==> src/sv/prf_pkg.sv <==
`timescale 1ns / 1ps

package prf_pkg;

  // fixed point format of positions
  localparam int PosFracBits = 24;

  // field and datapath widths
  localparam int PosW   = 32;
  localparam int RadW   = 25;
  localparam int ImW    = 32;
  localparam int CfgW   = 32;
  localparam int MagW   = 25;
  localparam int SqW    = 2 * MagW;
  localparam int R2W    = SqW + 1;
  localparam int CSqW   = 2 * RadW;
  localparam int RootW  = SqW / 2;
  localparam int RemW   = RootW + 3;
  localparam int ScaleW = RadW + ImW;
  localparam int ScLoW  = 32;
  localparam int ScHiW  = ScaleW - ScLoW;
  localparam int DenW   = RootW + SqW;
  localparam int PrdW   = ScaleW + MagW;
  localparam int NumW   = PrdW + PosFracBits;
  localparam int QW     = 48;
  localparam int ForceW = 48;

  // pipeline depth of each part
  localparam int GeomLat  = 4;
  localparam int SqrtLat  = RootW;
  localparam int CoefLat  = 6;
  localparam int DivLat   = QW;
  localparam int FinalLat = 1;
  localparam int Latency  = GeomLat + SqrtLat + CoefLat + DivLat + FinalLat;

  // saturation limits of the signed result
  localparam logic [ForceW-1:0] ForcePosMax = {1'b0, {(ForceW-1){1'b1}}};
  localparam logic [ForceW-1:0] ForceNegMax = {1'b1, {(ForceW-1){1'b0}}};

  // register indexes
  localparam logic [1:0] RegCutoff  = 2'd0;
  localparam logic [1:0] RegMinRad  = 2'd1;
  localparam logic [1:0] RegInvMass = 2'd2;

  // configuration as seen by the datapath
  typedef struct packed {
    logic [RadW-1:0] cutoff;
    logic [CSqW-1:0] cutoff_sq;
    logic [CSqW-1:0] min_sq;
    logic [ImW-1:0]  inv_mass;
  } cfg_t;

  // geometry of one pair after clamping
  typedef struct packed {
    logic            in_range;
    logic            neg_x;
    logic            neg_y;
    logic [MagW-1:0] mag_x;
    logic [MagW-1:0] mag_y;
    logic [SqW-1:0]  r2c;
  } geom_t;

  // flags travelling with one component through the divider
  typedef struct packed {
    logic in_range;
    logic neg;
    logic ovf;
  } div_side_t;

  // one component handed to the divider
  typedef struct packed {
    div_side_t       side;
    logic [QW-1:0]   num_lo;
    logic [DenW-1:0] rem;
    logic [DenW-1:0] den;
  } div_in_t;

endpackage

==> src/sv/prf_sqrt.sv <==
`timescale 1ns / 1ps

module prf_sqrt (
  input  logic                      clk_i,
  input  logic                      rst_ni,
  input  logic                      valid_i,
  input  prf_pkg::geom_t            geom_i,
  output logic                      valid_o,
  output prf_pkg::geom_t            geom_o,
  output logic [prf_pkg::RootW-1:0] root_o
);
  import prf_pkg::*;

  logic [SqrtLat-1:0] valid_q;
  logic [RemW-1:0]    rem_q  [SqrtLat];
  logic [RootW-1:0]   root_q [SqrtLat];
  geom_t              geom_q [SqrtLat];

  // valid bits
  always_ff @(posedge clk_i or negedge rst_ni) begin
    if (!rst_ni) begin
      valid_q <= '0;
    end else begin
      valid_q <= {valid_q[SqrtLat-2:0], valid_i};
    end
  end

  // one root bit per stage, most significant first
  for (genvar s = 0; s < SqrtLat; s++) begin : g_stage
    localparam int K = SqrtLat - 1 - s;
    logic [RemW-1:0]  rem_in, rem_sh, trial, rem_d;
    logic [RootW-1:0] root_in, root_d;
    geom_t            geom_in;

    if (s == 0) begin : g_first
      assign rem_in  = '0;
      assign root_in = '0;
      assign geom_in = geom_i;
    end else begin : g_next
      assign rem_in  = rem_q[s-1];
      assign root_in = root_q[s-1];
      assign geom_in = geom_q[s-1];
    end

    assign rem_sh = {rem_in[RemW-3:0], geom_in.r2c[2*K+1 -: 2]};
    assign trial  = {1'b0, root_in, 2'b01};

    always_comb begin
      if (rem_sh >= trial) begin
        rem_d  = rem_sh - trial;
        root_d = {root_in[RootW-2:0], 1'b1};
      end else begin
        rem_d  = rem_sh;
        root_d = {root_in[RootW-2:0], 1'b0};
      end
    end

    always_ff @(posedge clk_i) begin
      rem_q[s]  <= rem_d;
      root_q[s] <= root_d;
      geom_q[s] <= geom_in;
    end
  end

  assign valid_o = valid_q[SqrtLat-1];
  assign geom_o  = geom_q[SqrtLat-1];
  assign root_o  = root_q[SqrtLat-1];

endmodule

==> config.mk <==
export PLATFORM = sky130hd
export DESIGN_NAME = prf_sqrt
export DESIGN_NICKNAME = d
export VERILOG_FILES = /design/src/sv/prf_pkg.sv /design/src/sv/prf_sqrt.sv
export SDC_FILE = /design/constraint.sdc
export NUM_CORES = 2
export LEC_CHECK = 0
export BUFFER_PORTS_ARGS = -buffer_cell sky130_fd_sc_hd__buf_2
export CAP_MARGIN = 20
export CORE_MARGIN = 2
export CORE_UTILIZATION = 40
export DETAILED_ROUTE_END_ITERATION = 16
export GPL_TIMING_DRIVEN = 0
export HOLD_SLACK_MARGIN = 0.08
export PLACE_DENSITY = 0.56
export SLEW_MARGIN = 20
export SYNTH_ARGS = -nofsm -noshare
export SYNTH_HDL_FRONTEND = slang
export SYNTH_SLANG_ARGS = --single-unit
==> constraint.sdc <==
create_clock -name clk_i -period 4 [get_ports clk_i]
set_input_delay 0.8 -clock clk_i [delete_from_list [all_inputs] [get_ports clk_i]]
set_output_delay 0.8 -clock clk_i [all_outputs]
set_load 0.1 [all_outputs]
* Word-level counts from Yosys, hierarchy flattened
Memory sizes are Yosys's and may differ from the RTL's.
Cells that the tools add are included.
** Storage, ports and cells
- Latch bits :: 0
- Memories kept :: 3
- Bits in registers :: 25
- Memory bits (read-only) :: 0
- RAM bits :: 3900
- Logic and storage cells :: 104
** Memories
- geom_q :: depth 25, bits a word 103, rd ports 25, clocked after memory_dff 0, write ports 25, RTL line prf_sqrt.sv:17 : geom_t geom_q [SqrtLat];
- rem_q :: depth 25, bits a word 28, rd ports 24, clocked after memory_dff 0, write ports 25, RTL line prf_sqrt.sv:15 : logic [RemW-1:0] rem_q [SqrtLat];
- root_q :: depth 25, bits a word 25, rd ports 25, clocked after memory_dff 0, write ports 25, RTL line prf_sqrt.sv:16 : logic [RootW-1:0] root_q [SqrtLat];
** Cells by class
- Shifts and indexed selects :: 0
- Add/sub/neg operators :: 25
- $mul :: 0
- Multiplexer cells :: 50
- $lt $le $gt $ge :: 25
- Eq/ne operators :: 0
- Bitwise operators :: 0
- Reductions and logical operators :: 0
- Divide/modulo/power cells :: 0
** Operators by type and width (number)
- $mux 28 :: 25
- $ge 28x27->1 :: 24
- $sub 28x27->28 :: 24
- $mux 1 :: 25
- $sub 2x1->3 const B :: 1
- $ge 2x1->1 const B :: 1

* Depth between registers and ports, before layout
An unclocked memory read counts as a cell.
- Depth after elaboration :: 3
- Depth in mapped cells :: 14
- Gate-level depth less buffers :: 12

* Least setup slack after synthesis
OpenSTA, ideal clock, no wires.
- Kind :: register -> register
- From :: memory root_q[2][165] (netlist name)
- To :: memory rem_q[2][209] (netlist name)
- Data required time :: 3.879 ns
- Stages on the path, launching flop included :: 13
- Path buffers :: 2
- Path slack :: 1.147 ns
- Period minus slack after synthesis :: 2.853 ns
- Arrival time :: 2.732 ns
- Cell sequence :: dfxtp_1 -> inv_1 -> ha_1 -> and3_1 -> nand2_1 -> or4_1 -> nor4_1 -> a211oi_1 -> o21ai_1 -> a21o_1 -> buf_4 -> buf_4 -> mux2_2
** RTL lines (RTL line)
- start: declaration :: prf_sqrt.sv:16
- end: declaration :: prf_sqrt.sv:15

==> summary.txt <==
CTS
  • CTS clk-pin slew, worst paths: 60 ps
  • TritonCTS Buffers: 354
  • H-tree depth: 5
  • Clk sinks: 3514
  • Post-CTS setup buffer count: 0
  • CTS tree: yes
  • Maximum clock insertion buffer count: 4
  • CTS root buf: clkbuf_16
  • Clock latency on the worst-skew pair: 960 ps

Detailed routing
  • Final WL: 156000 µm
  • Detail Route Antenna Nets: 0
  • Vias per cell: 4.36
  • Number of iterations in the first detailed-routing pass: 5
  • # DRC: 0
  • Via count: around 50000
  • Drt wl/cell: 13.6 µm
  • Initial DRC count: 1999

Synth
  • Number of enable flip-flop cells after synthesis: 0
  • Ys flop type: dfxtp_1
  • Syn Nets: 7792
  • Fraction of registers with async set/reset: 0.00711
  • Mean Syn Cell Area: 13.0 µm²
  • Synthesized area: 95000 µm²
  • Yosys Warn Count: 0
  • Synth Register Bits: 3514
  • Cell variety after synth: 96
  • Seq/Total Area, Yosys: 0.742
  • Mapped Cells: 7334

Timing
  • Post-route minimum period: 3720 ps
  • Worst slew pin tran: 860 ps
  • Worst Hold Slack: about 270 ps
  • Slew HR: 0.412
  • Final Max Tran Viols: 0
  • Clock skew: 108 ps
  • Setup TNS: 0 ps
  • Endpoints failing setup: 0
  • Max frequency: between 200 and 300 MHz
  • Setup slack after layout: 285 ps
  • Period utilisation layout: 0.929
  • Unrepaired setup endpoints after global routing: no
  • Fin. Hold Viols: 0

Die
  • Die H: 491 µm
  • Site Rows: 178
  • Die Width: ~490 µm
  • Initial core utilization: 0.403
  • Full die area: 241000 µm²
  • Placeable Area: 236000 µm²
  • # IOs: 235

Global route
  • First-pass GRT wire length: 251000 µm
  • Vias in the first global route: between 50000 and 60000
  • Remaining Overflow, GRT: 0
  • Largest net degree at the start of global routing: 26
  • GRT Util Overall: 0.127
  • Initial antenna violation count: 2

Layout
  • Post-layout util: 0.479
  • Fill count: between 20000 and 25000
  • Final cell count without fillers: 11443
  • Fin area: about 110000 µm²
  • Most frequent cells in the layout: dfxtp_1 (3489), inv_1 (435), nor2_1 (371), clkbuf_16 (356), ha_1 (352)
  • # nets final: 8486
  • Area Overhead vs Synth: 18.7%
  • Share of layout cells above drive strength 1: 0.112
  • Commonest non-fill, non-tap cell in the layout: dfxtp_1

Worst setup path
  • Critical path class: flip-flop to flip-flop
  • Crit end category: flip-flop
  • Req. time, crit path: 4780 ps
  • Crit path max fanout: 10
  • Critical Path AT: 4490 ps
  • Crit path launch type: flip-flop

Placed design
  • DP Worst Slack: -34.7 ps
  • I/O Buffers: between 200 and 250
  • Placed cell areas: 100000 µm²
  • GPL Wtd Cong: 0.881
  • # placed instances: 10718
  • DP HPWL: 108000 µm

Power and ir drop
  • Power Total: 80.1 mW
  • PD cells: 710 nW/µm²
  • Peak VDD IR: ~0.44 mV
  • Static Leakage: 50.6 nW

Run status
  • Status: finished, final reports clean

Job
  • Max-Cap Viols: 0

Min path
  • Hold Path Class: flip-flop to flip-flop
-- Yosys cell counts, types with 11 or more instances --
library cell,number,area [µm²]
dfxtp_1,3489,69800
inv_1,435,1630
nor2_1,372,1400
ha_1,352,4400
a21oi_1,340,1700
nand2_1,336,1260
xnor2_1,250,2190
o21ai_0,244,1220
xor2_1,227,1990
nor3_1,125,626
a21o_1,120,901
o21a_1,79,593
clkbuf_1,71,267
nand3_1,69,345
nor4_1,64,400
or3_1,59,369
nand2b_1,54,338
nor2b_1,53,332
nand4_1,52,325
mux2_2,51,574
o31ai_1,44,330
or4_1,33,248
a211oi_1,27,203
and3_1,26,163
o211ai_1,26,195
o21bai_1,26,195
or2_2,26,163
a31oi_1,25,156
dfrtp_1,25,626
a21boi_0,19,143
o21ai_1,13,65.1
nand3b_1,12,90.1
nand4b_1,12,105
a2111oi_0,11,96.3
and2_1,11,68.8
-- metal layers --
| layer | share of wire | up-vias | routed length (µm) | track usage |
|---|---|---|---|---|
| met3 | 0.048 | 390 | 7490 | 0.0312 |
| met1 | 0.44 | 22750 | 67800 | 0.148 |
| met2 | 0.48 | 981 | 75100 | 0.221 |
| li1 | - | 25789 | - | - |
| met4 | 0.035 | 0 | 5480 | 0.0550 |
| met5 | 0 | - | 0 | 0 |
-- registers in the layout, summed over array words and instances, names as in the netlist --
signal and count:
root_q 325, geom_q 2575, rem_q 589, valid_q 25
-- where the power goes --
| group | total [mW] | switching, mW | internal, mW |
|---|---|---|---|
| clock | 31.9 | 12.9 | 19.1 |
| sequential | 40.7 | 2.04 | 38.6 |
| combinational | 7.50 | 4.28 | 3.22 |
-- final timing paths --
kind | slack, ps | start | cells after the start | to
worst min-delay path | 270 | geom_q[1][450] | 0 | geom_q[1][553]
worst max-delay path | 280 | root_q[2][166] | 13 | rem_q[2][212]
worst min register to register | 270 | geom_q[1][450] | 0 | geom_q[1][553]
max in group asynchronous | 3220 | rst_ni | 2 | valid_q[20]
worst max register to register | 280 | root_q[2][166] | 13 | rem_q[2][212]
min in group asynchronous | 390 | rst_ni | 2 | valid_q[0]
-- layout make-up --
cell class | count | area (µm²) | share of cell area
Timing Repair Buffer | 339 | 2220 | 0.0197
Antenna cell | 3 | 7.51 | 0.0000665
Clock inverter | 140 | 1610 | 0.0143
Tap cell | 3150 | 3940 | 0.0349
Inverter | 438 | 1640 | 0.0146
Clock buffer | 478 | 10000 | 0.0887
Buffer | 88 | 374 | 0.00332
Sequential cell | 3514 | 70500 | 0.625
Multi-Input combinational cell | 3293 | 22500 | 0.200
-- timing repair --
action,4_1_cts,5_1_grt
endpoints found under the setup margin,3,38
hold buffers,105,0
endpoints found under the hold margin,132,0
resized for setup,1,10
-- critical path: stages (launching register included) --
cell and delay (ps):
dfxtp_1 380, inv_1 60, ha_1 380, and3_1 280, nand2_1 90, or4_1 580, nor4_2 420, a211oi_1 80
o21ai_1 350, a21o_1 140, buf_4 150, buf_4 210, buf_2 300, a21oi_1 130
-- kinds of logic (layout without fill, tap and decap cells) --
| kind of cell | count (synthesis) | count (layout) | synth area share |
|---|---|---|---|
| other | 1 | 4 | 0.0000395 |
| AOI/OAI and AO/OA | 1060 | 1060 | 0.0701 |
| xor gates and xnor gates | 477 | 477 | 0.0440 |
| muxes | 53 | 53 | 0.00626 |
| and+or+nand+nor | 1350 | 1350 | 0.0702 |
| buffers and inverters | 527 | 1483 | 0.0212 |
| DFF | 3514 | 3514 | 0.742 |
| adders and majority gates | 352 | 352 | 0.0464 |
Power figures use the tool's default switching activity.
