## config.mk

```make
export PLATFORM = sky130hd
export DESIGN_NAME = prf_geom
export DESIGN_NICKNAME = d
export VERILOG_FILES = /design/src/sv/prf_pkg.sv /design/src/sv/prf_geom.sv
export SDC_FILE = /design/constraint.sdc
export NUM_CORES = 2
export LEC_CHECK = 0
export BUFFER_PORTS_ARGS = -buffer_cell sky130_fd_sc_hd__buf_4
export CORE_MARGIN = 5
export CORE_UTILIZATION = 55
export CTS_CLUSTER_SIZE = 16
export DETAILED_ROUTE_END_ITERATION = 6
export PLACE_DENSITY = 0.74
export SLEW_MARGIN = 10
export SYNTH_ARGS = -nofsm -noshare
export SYNTH_HDL_FRONTEND = slang
export SYNTH_SLANG_ARGS = --single-unit
```

## constraint.sdc

```tcl
create_clock -name clk_i -period 8.9 [get_ports clk_i]
set_input_delay 0.89 -clock clk_i [delete_from_list [all_inputs] [get_ports clk_i]]
set_output_delay 0.89 -clock clk_i [all_outputs]
set_load 0.05 [all_outputs]
```

## src/sv/prf_pkg.sv

```systemverilog
`timescale 1ns / 1ps

package prf_pkg;

  // fixed point format of positions
  localparam int PosFracBits = 24;

  // field and datapath widths
  localparam int PosW   = 32;
  localparam int RadW   = 25;
  localparam int ImW    = 32;
  localparam int CfgW   = 32;
  localparam int MagW   = 25;
  localparam int SqW    = 2 * MagW;
  localparam int R2W    = SqW + 1;
  localparam int CSqW   = 2 * RadW;
  localparam int RootW  = SqW / 2;
  localparam int RemW   = RootW + 3;
  localparam int ScaleW = RadW + ImW;
  localparam int ScLoW  = 32;
  localparam int ScHiW  = ScaleW - ScLoW;
  localparam int DenW   = RootW + SqW;
  localparam int PrdW   = ScaleW + MagW;
  localparam int NumW   = PrdW + PosFracBits;
  localparam int QW     = 48;
  localparam int ForceW = 48;

  // pipeline depth of each part
  localparam int GeomLat  = 4;
  localparam int SqrtLat  = RootW;
  localparam int CoefLat  = 6;
  localparam int DivLat   = QW;
  localparam int FinalLat = 1;
  localparam int Latency  = GeomLat + SqrtLat + CoefLat + DivLat + FinalLat;

  // saturation limits of the signed result
  localparam logic [ForceW-1:0] ForcePosMax = {1'b0, {(ForceW-1){1'b1}}};
  localparam logic [ForceW-1:0] ForceNegMax = {1'b1, {(ForceW-1){1'b0}}};

  // register indexes
  localparam logic [1:0] RegCutoff  = 2'd0;
  localparam logic [1:0] RegMinRad  = 2'd1;
  localparam logic [1:0] RegInvMass = 2'd2;

  // configuration as seen by the datapath
  typedef struct packed {
    logic [RadW-1:0] cutoff;
    logic [CSqW-1:0] cutoff_sq;
    logic [CSqW-1:0] min_sq;
    logic [ImW-1:0]  inv_mass;
  } cfg_t;

  // geometry of one pair after clamping
  typedef struct packed {
    logic            in_range;
    logic            neg_x;
    logic            neg_y;
    logic [MagW-1:0] mag_x;
    logic [MagW-1:0] mag_y;
    logic [SqW-1:0]  r2c;
  } geom_t;

  // flags travelling with one component through the divider
  typedef struct packed {
    logic in_range;
    logic neg;
    logic ovf;
  } div_side_t;

  // one component handed to the divider
  typedef struct packed {
    div_side_t       side;
    logic [QW-1:0]   num_lo;
    logic [DenW-1:0] rem;
    logic [DenW-1:0] den;
  } div_in_t;

endpackage

```

## src/sv/prf_geom.sv

```systemverilog
`timescale 1ns / 1ps

module prf_geom (
  input  logic                     clk_i,
  input  logic                     rst_ni,
  input  logic                     valid_i,
  input  logic [prf_pkg::PosW-1:0] self_x_i,
  input  logic [prf_pkg::PosW-1:0] self_y_i,
  input  logic [prf_pkg::PosW-1:0] other_x_i,
  input  logic [prf_pkg::PosW-1:0] other_y_i,
  input  prf_pkg::cfg_t            cfg_i,
  output logic                     valid_o,
  output prf_pkg::geom_t           geom_o
);
  import prf_pkg::*;

  logic [GeomLat-1:0] valid_q;

  // stage 1: differences and magnitudes
  logic [PosW:0]   dx, dy;
  logic [PosW-1:0] adx_d, ady_d, adx_q, ady_q;
  logic            nx_q, ny_q;

  // stage 2: per axis squares
  logic            ok_d, ok_q;
  logic [SqW-1:0]  ax2_q, ay2_q;
  logic            nx2_q, ny2_q;
  logic [MagW-1:0] mx2_q, my2_q;

  // stage 3: distance squared against cutoff
  logic [R2W-1:0]  r2_d, r2_q;
  logic            in_d, in_q;
  logic            nx3_q, ny3_q;
  logic [MagW-1:0] mx3_q, my3_q;

  // stage 4: clamp
  logic [SqW-1:0]  r2c_d;
  geom_t           geom_q;

  assign dx    = {1'b0, other_x_i} - {1'b0, self_x_i};
  assign dy    = {1'b0, other_y_i} - {1'b0, self_y_i};
  assign adx_d = dx[PosW] ? (~dx[PosW-1:0] + 1'b1) : dx[PosW-1:0];
  assign ady_d = dy[PosW] ? (~dy[PosW-1:0] + 1'b1) : dy[PosW-1:0];

  assign ok_d = (adx_q <= {{(PosW-RadW){1'b0}}, cfg_i.cutoff}) &&
                (ady_q <= {{(PosW-RadW){1'b0}}, cfg_i.cutoff});

  assign r2_d = {1'b0, ax2_q} + {1'b0, ay2_q};
  assign in_d = ok_q && (r2_d <= {{(R2W-CSqW){1'b0}}, cfg_i.cutoff_sq});

  // clamp below at min radius squared, zero distance counts as one lsb
  always_comb begin
    r2c_d = r2_q[SqW-1:0];
    if (r2_q[SqW-1:0] < {{(SqW-CSqW){1'b0}}, cfg_i.min_sq}) begin
      r2c_d = {{(SqW-CSqW){1'b0}}, cfg_i.min_sq};
    end
    if (r2c_d == '0) begin
      r2c_d = {{(SqW-1){1'b0}}, 1'b1};
    end
  end

  // valid bits
  always_ff @(posedge clk_i or negedge rst_ni) begin
    if (!rst_ni) begin
      valid_q <= '0;
    end else begin
      valid_q <= {valid_q[GeomLat-2:0], valid_i};
    end
  end

  // data stages
  always_ff @(posedge clk_i) begin
    adx_q <= adx_d;
    ady_q <= ady_d;
    nx_q  <= dx[PosW];
    ny_q  <= dy[PosW];

    ok_q  <= ok_d;
    ax2_q <= adx_q[MagW-1:0] * adx_q[MagW-1:0];
    ay2_q <= ady_q[MagW-1:0] * ady_q[MagW-1:0];
    nx2_q <= nx_q;
    ny2_q <= ny_q;
    mx2_q <= adx_q[MagW-1:0];
    my2_q <= ady_q[MagW-1:0];

    r2_q  <= r2_d;
    in_q  <= in_d;
    nx3_q <= nx2_q;
    ny3_q <= ny2_q;
    mx3_q <= mx2_q;
    my3_q <= my2_q;

    geom_q.in_range <= in_q;
    geom_q.neg_x    <= nx3_q;
    geom_q.neg_y    <= ny3_q;
    geom_q.mag_x    <= mx3_q;
    geom_q.mag_y    <= my3_q;
    geom_q.r2c      <= r2c_d;
  end

  assign valid_o = valid_q[GeomLat-1];
  assign geom_o  = geom_q;

endmodule

```

# After elaboration in Yosys (flattened, before gate mapping)
# Cells that the tools add are included.
# word_totals
mem_count,0
out_inout_bits,104
elab_cells,43
latch_bits,0
reg_bits,429
ramBits,0
rom_bits,0
# classes
multipliers,2
reduce_logical,3
order_cmp,4
n_mux,3
n_bitwise,2
div_mod_pow,0
shift,0
eq_ne,0
addsub,5
# ops
operator,n
25-bit by 25-bit multiplier with 50-bit output,2
32-bit by 32-bit subtractor with 33-bit output,2
32-bit by 1-bit adder with 32-bit output (second input constant),2
32-bit by 25-bit less-or-equal comparator with 1-bit output,2
32-bit two-way mux,2
32-bit inverter,2
50-bit by 50-bit adder with 51-bit output,1
51-bit by 50-bit less-or-equal comparator with 1-bit output,1
50-bit logical NOT,1
50-bit less-than comparator,1
50-bit two-way mux,1
1-bit logical AND,2

# Logic depth before layout (Yosys ltp)
# depth
word_depth,4
depth_mapped,30

# Worst setup path before layout
# OpenSTA, ideal clock, no wires.
# synth_path
kind,register to register
start,reg ady_q[3]
end,reg ay2_q[43]
t_arrival_ns,7.415
slack_ns,1.413
path_stages_with_launch,30
cell_sequence,dfxtp_1 clkbuf_1 clkbuf_1 nand2_1 fa_1 inv_1 fa_1 inv_1 fa_1 inv_1 fa_1 inv_1 fa_1 inv_1 fa_1 inv_1 fa_1 inv_1 ha_1 and4_1 clkbuf_1 a221oi_1 o2bb2ai_1 a21o_1 o41a_1 a21oi_1 o21ba_2 o21ai_1 a221oi_1 xnor2_1
# synth_via
elab_chain_len,1
# synth_lines
element,line_no,text
from (decl),prf_geom.sv:21,"logic [PosW-1:0] adx_d, ady_d, adx_q, ady_q;"
from (signal assigned),prf_geom.sv:74,ady_q <= ady_d;
25-bit by 25-bit multiplier with 50-bit output,prf_geom.sv:80,ay2_q <= ady_q[MagW-1:0] * ady_q[MagW-1:0];
to (signal assigned),prf_geom.sv:80,
to (decl),prf_geom.sv:26,"logic [SqW-1:0] ax2_q, ay2_q;"
# No other way between the ends.
# A chain may end at the register's enable or synchronous reset.

# Worst setup path in the final report
# layout_path
start,reg adx_q[2]
end,reg ax2_q[47]
# layout_via
elab_chain_len,1
# layout_lines
element,line_no,text
from (decl),prf_geom.sv:21,
from (signal assigned),prf_geom.sv:73,adx_q <= adx_d;
25-bit by 25-bit multiplier with 50-bit output,prf_geom.sv:79,ax2_q <= adx_q[MagW-1:0] * adx_q[MagW-1:0];
to (signal assigned),prf_geom.sv:79,
to (decl),prf_geom.sv:26,
# No other way between the ends.

==> metrics list <==
- The run finished with clean final reports.
* Cell type group with the largest total delay on the critical path: adder cells
- The floorplan step set the die height to around 330 µm.
- Fraction of the yosys area taken by sequential cells: 0.153
- Global-route usage over all layers: 0.273
- Initial core utilization: 0.555
* Fin. Hold Viols: 0
* Placeable core region: between 100000 and 150000 µm²
* Cell type contributing the most total cell area after synthesis: fa_1
- The pre-antenna-repair detailed-routing pass consisted of 7 iterations.
* Hold Path Class: primary input to async pin
* Layer carrying the most global-route usage: met2
- Die Footprint: 108000 µm²
- For this block, the routed nets add up to ~150 mm of wire.
- In the finished design, the share of the clock period the worst path needs comes to 0.925.
* Detailed placement HPWL: about 120 mm
* Vias in the first global route: about 44000
* Most numerous cell on the critical path: fa_1
- The number of nets handed over by synthesis was ~7900.
- Final setup violating endpoints: 0
- The slowest stage of the critical path belongs to the cell dfxtp_1.
* Source-to-sink clock delay at the later pin of the worst-skew pair: 0.60 ns
* Global route total overflow: 0
- Post-CTS repair changed the size of 0 cells.
- Count of standard-cell rows: 116
* Vias per cell: 5.36
- Post-synth EDFFs: 0
* Unrepaired setup endpoints after global routing: no
* Ys Warns: 0
- The number of antenna violations at the first check in global routing was 10.
- The number of buffers and inverters on the critical path is 6.
- Number of ports placed on the die boundary: 392
- Distinct cells, synth: 87
- In this design, the stage delay of the slowest critical-path cell is just over 0.9 ns.
- Setup crit end kind: register
* Post-CTS setup-driven buffer insertion count: 0
- Maximum level of the CTS H-tree: 2
* Post-Route Setup TNS: 0 ns
- For the pin with the worst max-slew slack, the measured transition is approximately 1.1 ns.
- STA puts the critical path data required time at ~9.4 ns.
* Post-detailed-route DRC marker count: 0
- Syn Inst Count: between 6000 and 7000
* CP Data Arrival Time: 8.75 ns
- Clock Skew: around 0.025 ns
* Share of the synthesized area in the top cell type: 0.335
- Timing would allow up to between 100 and 150 MHz.
- The tree built by TritonCTS fans out to ~430 sinks.
- The critical path is of the register to register type.
- Most instantiated flip-flop cell in the synthesis netlist: dfxtp_1
* Max Transition Viols Final: 0
- TritonCTS built the clock tree.
- Cell Area, Placed: 60200 µm²
- Synthesis inferred about 430 register bits.
- In the synthesized netlist the async set-or-reset flop fraction comes to 0.00941.
- Routed wire length per instance: between 15 and 20 µm
* Met3 Usage GRT: 0.0553
- The tool flagged a number of max-cap violations equal to 0.
* Sort of element at the start of the critical path: register
- Of the cells placed in the final design, the portion with a size suffix greater than 1 is 0.0970.
- Once detail routing completed, the nets flagged for antenna violations numbered 0.
* Worst-path maximum fanout: 12
* CTS clock-pin slew for the worst setup and hold paths: 0.07 ns
- I/O Buffers: 359
* Net total in the final layout: roughly 8200
* Detailed Route Iter0 Violations: approximately 2300
* Largest net degree at the start of global routing: 52
- The routed layout has 41600 vias.
- With fillers left out, the area of the finished cells amounts to ~62000 µm².
- In the global route stage, met1 resource usage came out at 0.360.
- Area growth syn-to-layout: 10.9%
* Clock Root Buffer: clkbuf_16
- The die is roughly 330 µm wide.
- Met2 routing resource usage after global routing: 0.446
* Avg Synthesized Cell Area: 9.25 µm²
* Worst Setup Slack, final: roughly 0.67 ns
- After clock tree synthesis, the flow added hold-fix buffers numbering 0.
- The clock period could shrink to 8.23 ns.
- The first global-routing pass estimated 234 mm of wire.
- Cell types occupying the most area after synthesis: fa_1 34%, dfxtp_1 15%, ha_1 14%
- The number of clock buffers added by TritonCTS is 44.
- Gpl congestion: ~0.94
* Cell area after synthesis: around 56000 µm²
- Worst-case clock buffer depth: 3
* Worst slew slack as a fraction of its limit: 0.288
- Post-place setup slack: 0.811 ns
## synth_stat cells, types with 82 or more instances
cell      number
a21oi_1      236
xnor2_1      173
xor2_1        82
and2_1       230
ha_1         640
inv_1       1554
o21ai_0      126
a21o_1       134
fa_1         934
nor2_1       215
nand2_1      459
clkbuf_1     136
dfxtp_1      421
## kinds of logic after synthesis
kind of cell | count (synthesis) | share of synthesized area
buf+inv | 1706 | 0.115
fa+ha+maj | 1574 | 0.479
simple gates | 1261 | 0.113
compound gates | 755 | 0.0891
flops | 425 | 0.153
xor+xnor | 256 | 0.0403
mux | 55 | 0.0110
## layout by cell type, fill, tap and decap left out, types with 11 or more instances in the layout
| master | count |
|---|---|
| nand2_1 | 459 |
| and3_1 | 28 |
| nand2b_1 | 35 |
| a211oi_1 | 32 |
| and4_1 | 12 |
| and2_1 | 230 |
| inv_1 | 1554 |
| nand3_1 | 46 |
| xnor2_1 | 173 |
| ha_1 | 640 |
| nor2_1 | 214 |
| a21o_1 | 134 |
| xor2_1 | 82 |
| mux2_2 | 52 |
| clkbuf_16 | 46 |
| nor2b_1 | 55 |
| o31ai_1 | 11 |
| fa_1 | 934 |
| buf_4 | 439 |
| or2_2 | 14 |
| o21ai_0 | 126 |
| a21oi_1 | 236 |
| o21a_1 | 42 |
| nor3_1 | 42 |
| dfxtp_1 | 421 |
| nor4_1 | 37 |
| a31oi_1 | 27 |
| o21bai_1 | 20 |
| nand4_1 | 54 |
## worst paths after layout
path,from,end,slack (ns),cells past startpoint
setup / recovery,adx_q[2],ax2_q[47],0.67,26
hold / removal,rst_ni,valid_q[0],0.09,1
setup reg to reg,adx_q[2],ax2_q[47],0.67,26
hold reg to reg,mx3_q[17],geom_o[92],0.32,0
max in group asynchronous,rst_ni,valid_q[2],8.71,1
min in group clk_i,mx3_q[17],geom_o[92],0.32,0
## per-stage QoR
step / hold slack (ns) / std cells / utilization
after floorplan: 0.310 / 6032 / -
after global placement: 0.310 / 7679 / 0.599
after detailed placement: 0.312 / 7679 / 0.599
after CTS: 0.0604 / 7759 / 0.616
after global routing: 0.0682 / 7763 / 0.616
final: 0.0896 / 7765 / 0.616
## per-layer routing
layer,vias to the layer above,part of all wire,wire length [µm]
li1,19300,-,-
met1,20400,0.41,60100
met2,1532,0.45,66100
met3,317,0.085,12400
met4,4,0.046,6750
met5,-,0.00017,25
## flip-flops by register name, indices dropped and copies added (netlist names), 32 cells and up
register	count
geom_o	103
r2_q	50
ax2_q	48
ady_q	32
adx_q	32
ay2_q	48
## area by class of cell
type,instances,area [µm²]
clock buffers,57,1240
fillers,8556,38600
repair buffers,440,3320
flip-flops and latches,425,8530
inverters,1556,5840
multi-input cells,3901,40800
diodes,6,15.0
well taps,1357,1700
clock inverters,23,384
## worst reg2reg max path: stages (launching register included)
cell,delay [ns]
dfxtp_1,0.92
buf_4,0.35
nand2_1,0.10
fa_1,0.58
inv_1,0.07
fa_1,0.53
inv_1,0.06
fa_1,0.53
inv_1,0.06
fa_1,0.41
fa_1,0.47
fa_1,0.55
inv_1,0.05
fa_1,0.47
inv_1,0.04
ha_1,0.21
a21oi_1,0.15
nor2_1,0.06
a211oi_1,0.26
o21ai_0,0.19
a221o_1,0.48
a21oi_1,0.39
nor2_1,0.14
a2111oi_0,0.51
o41ai_1,0.21
a21oi_1,0.21
xnor2_1,0.13
Power is left out: the tool's default activity adds up to more than one toggle a clock period on the data nets, which glitch-free logic cannot reach.
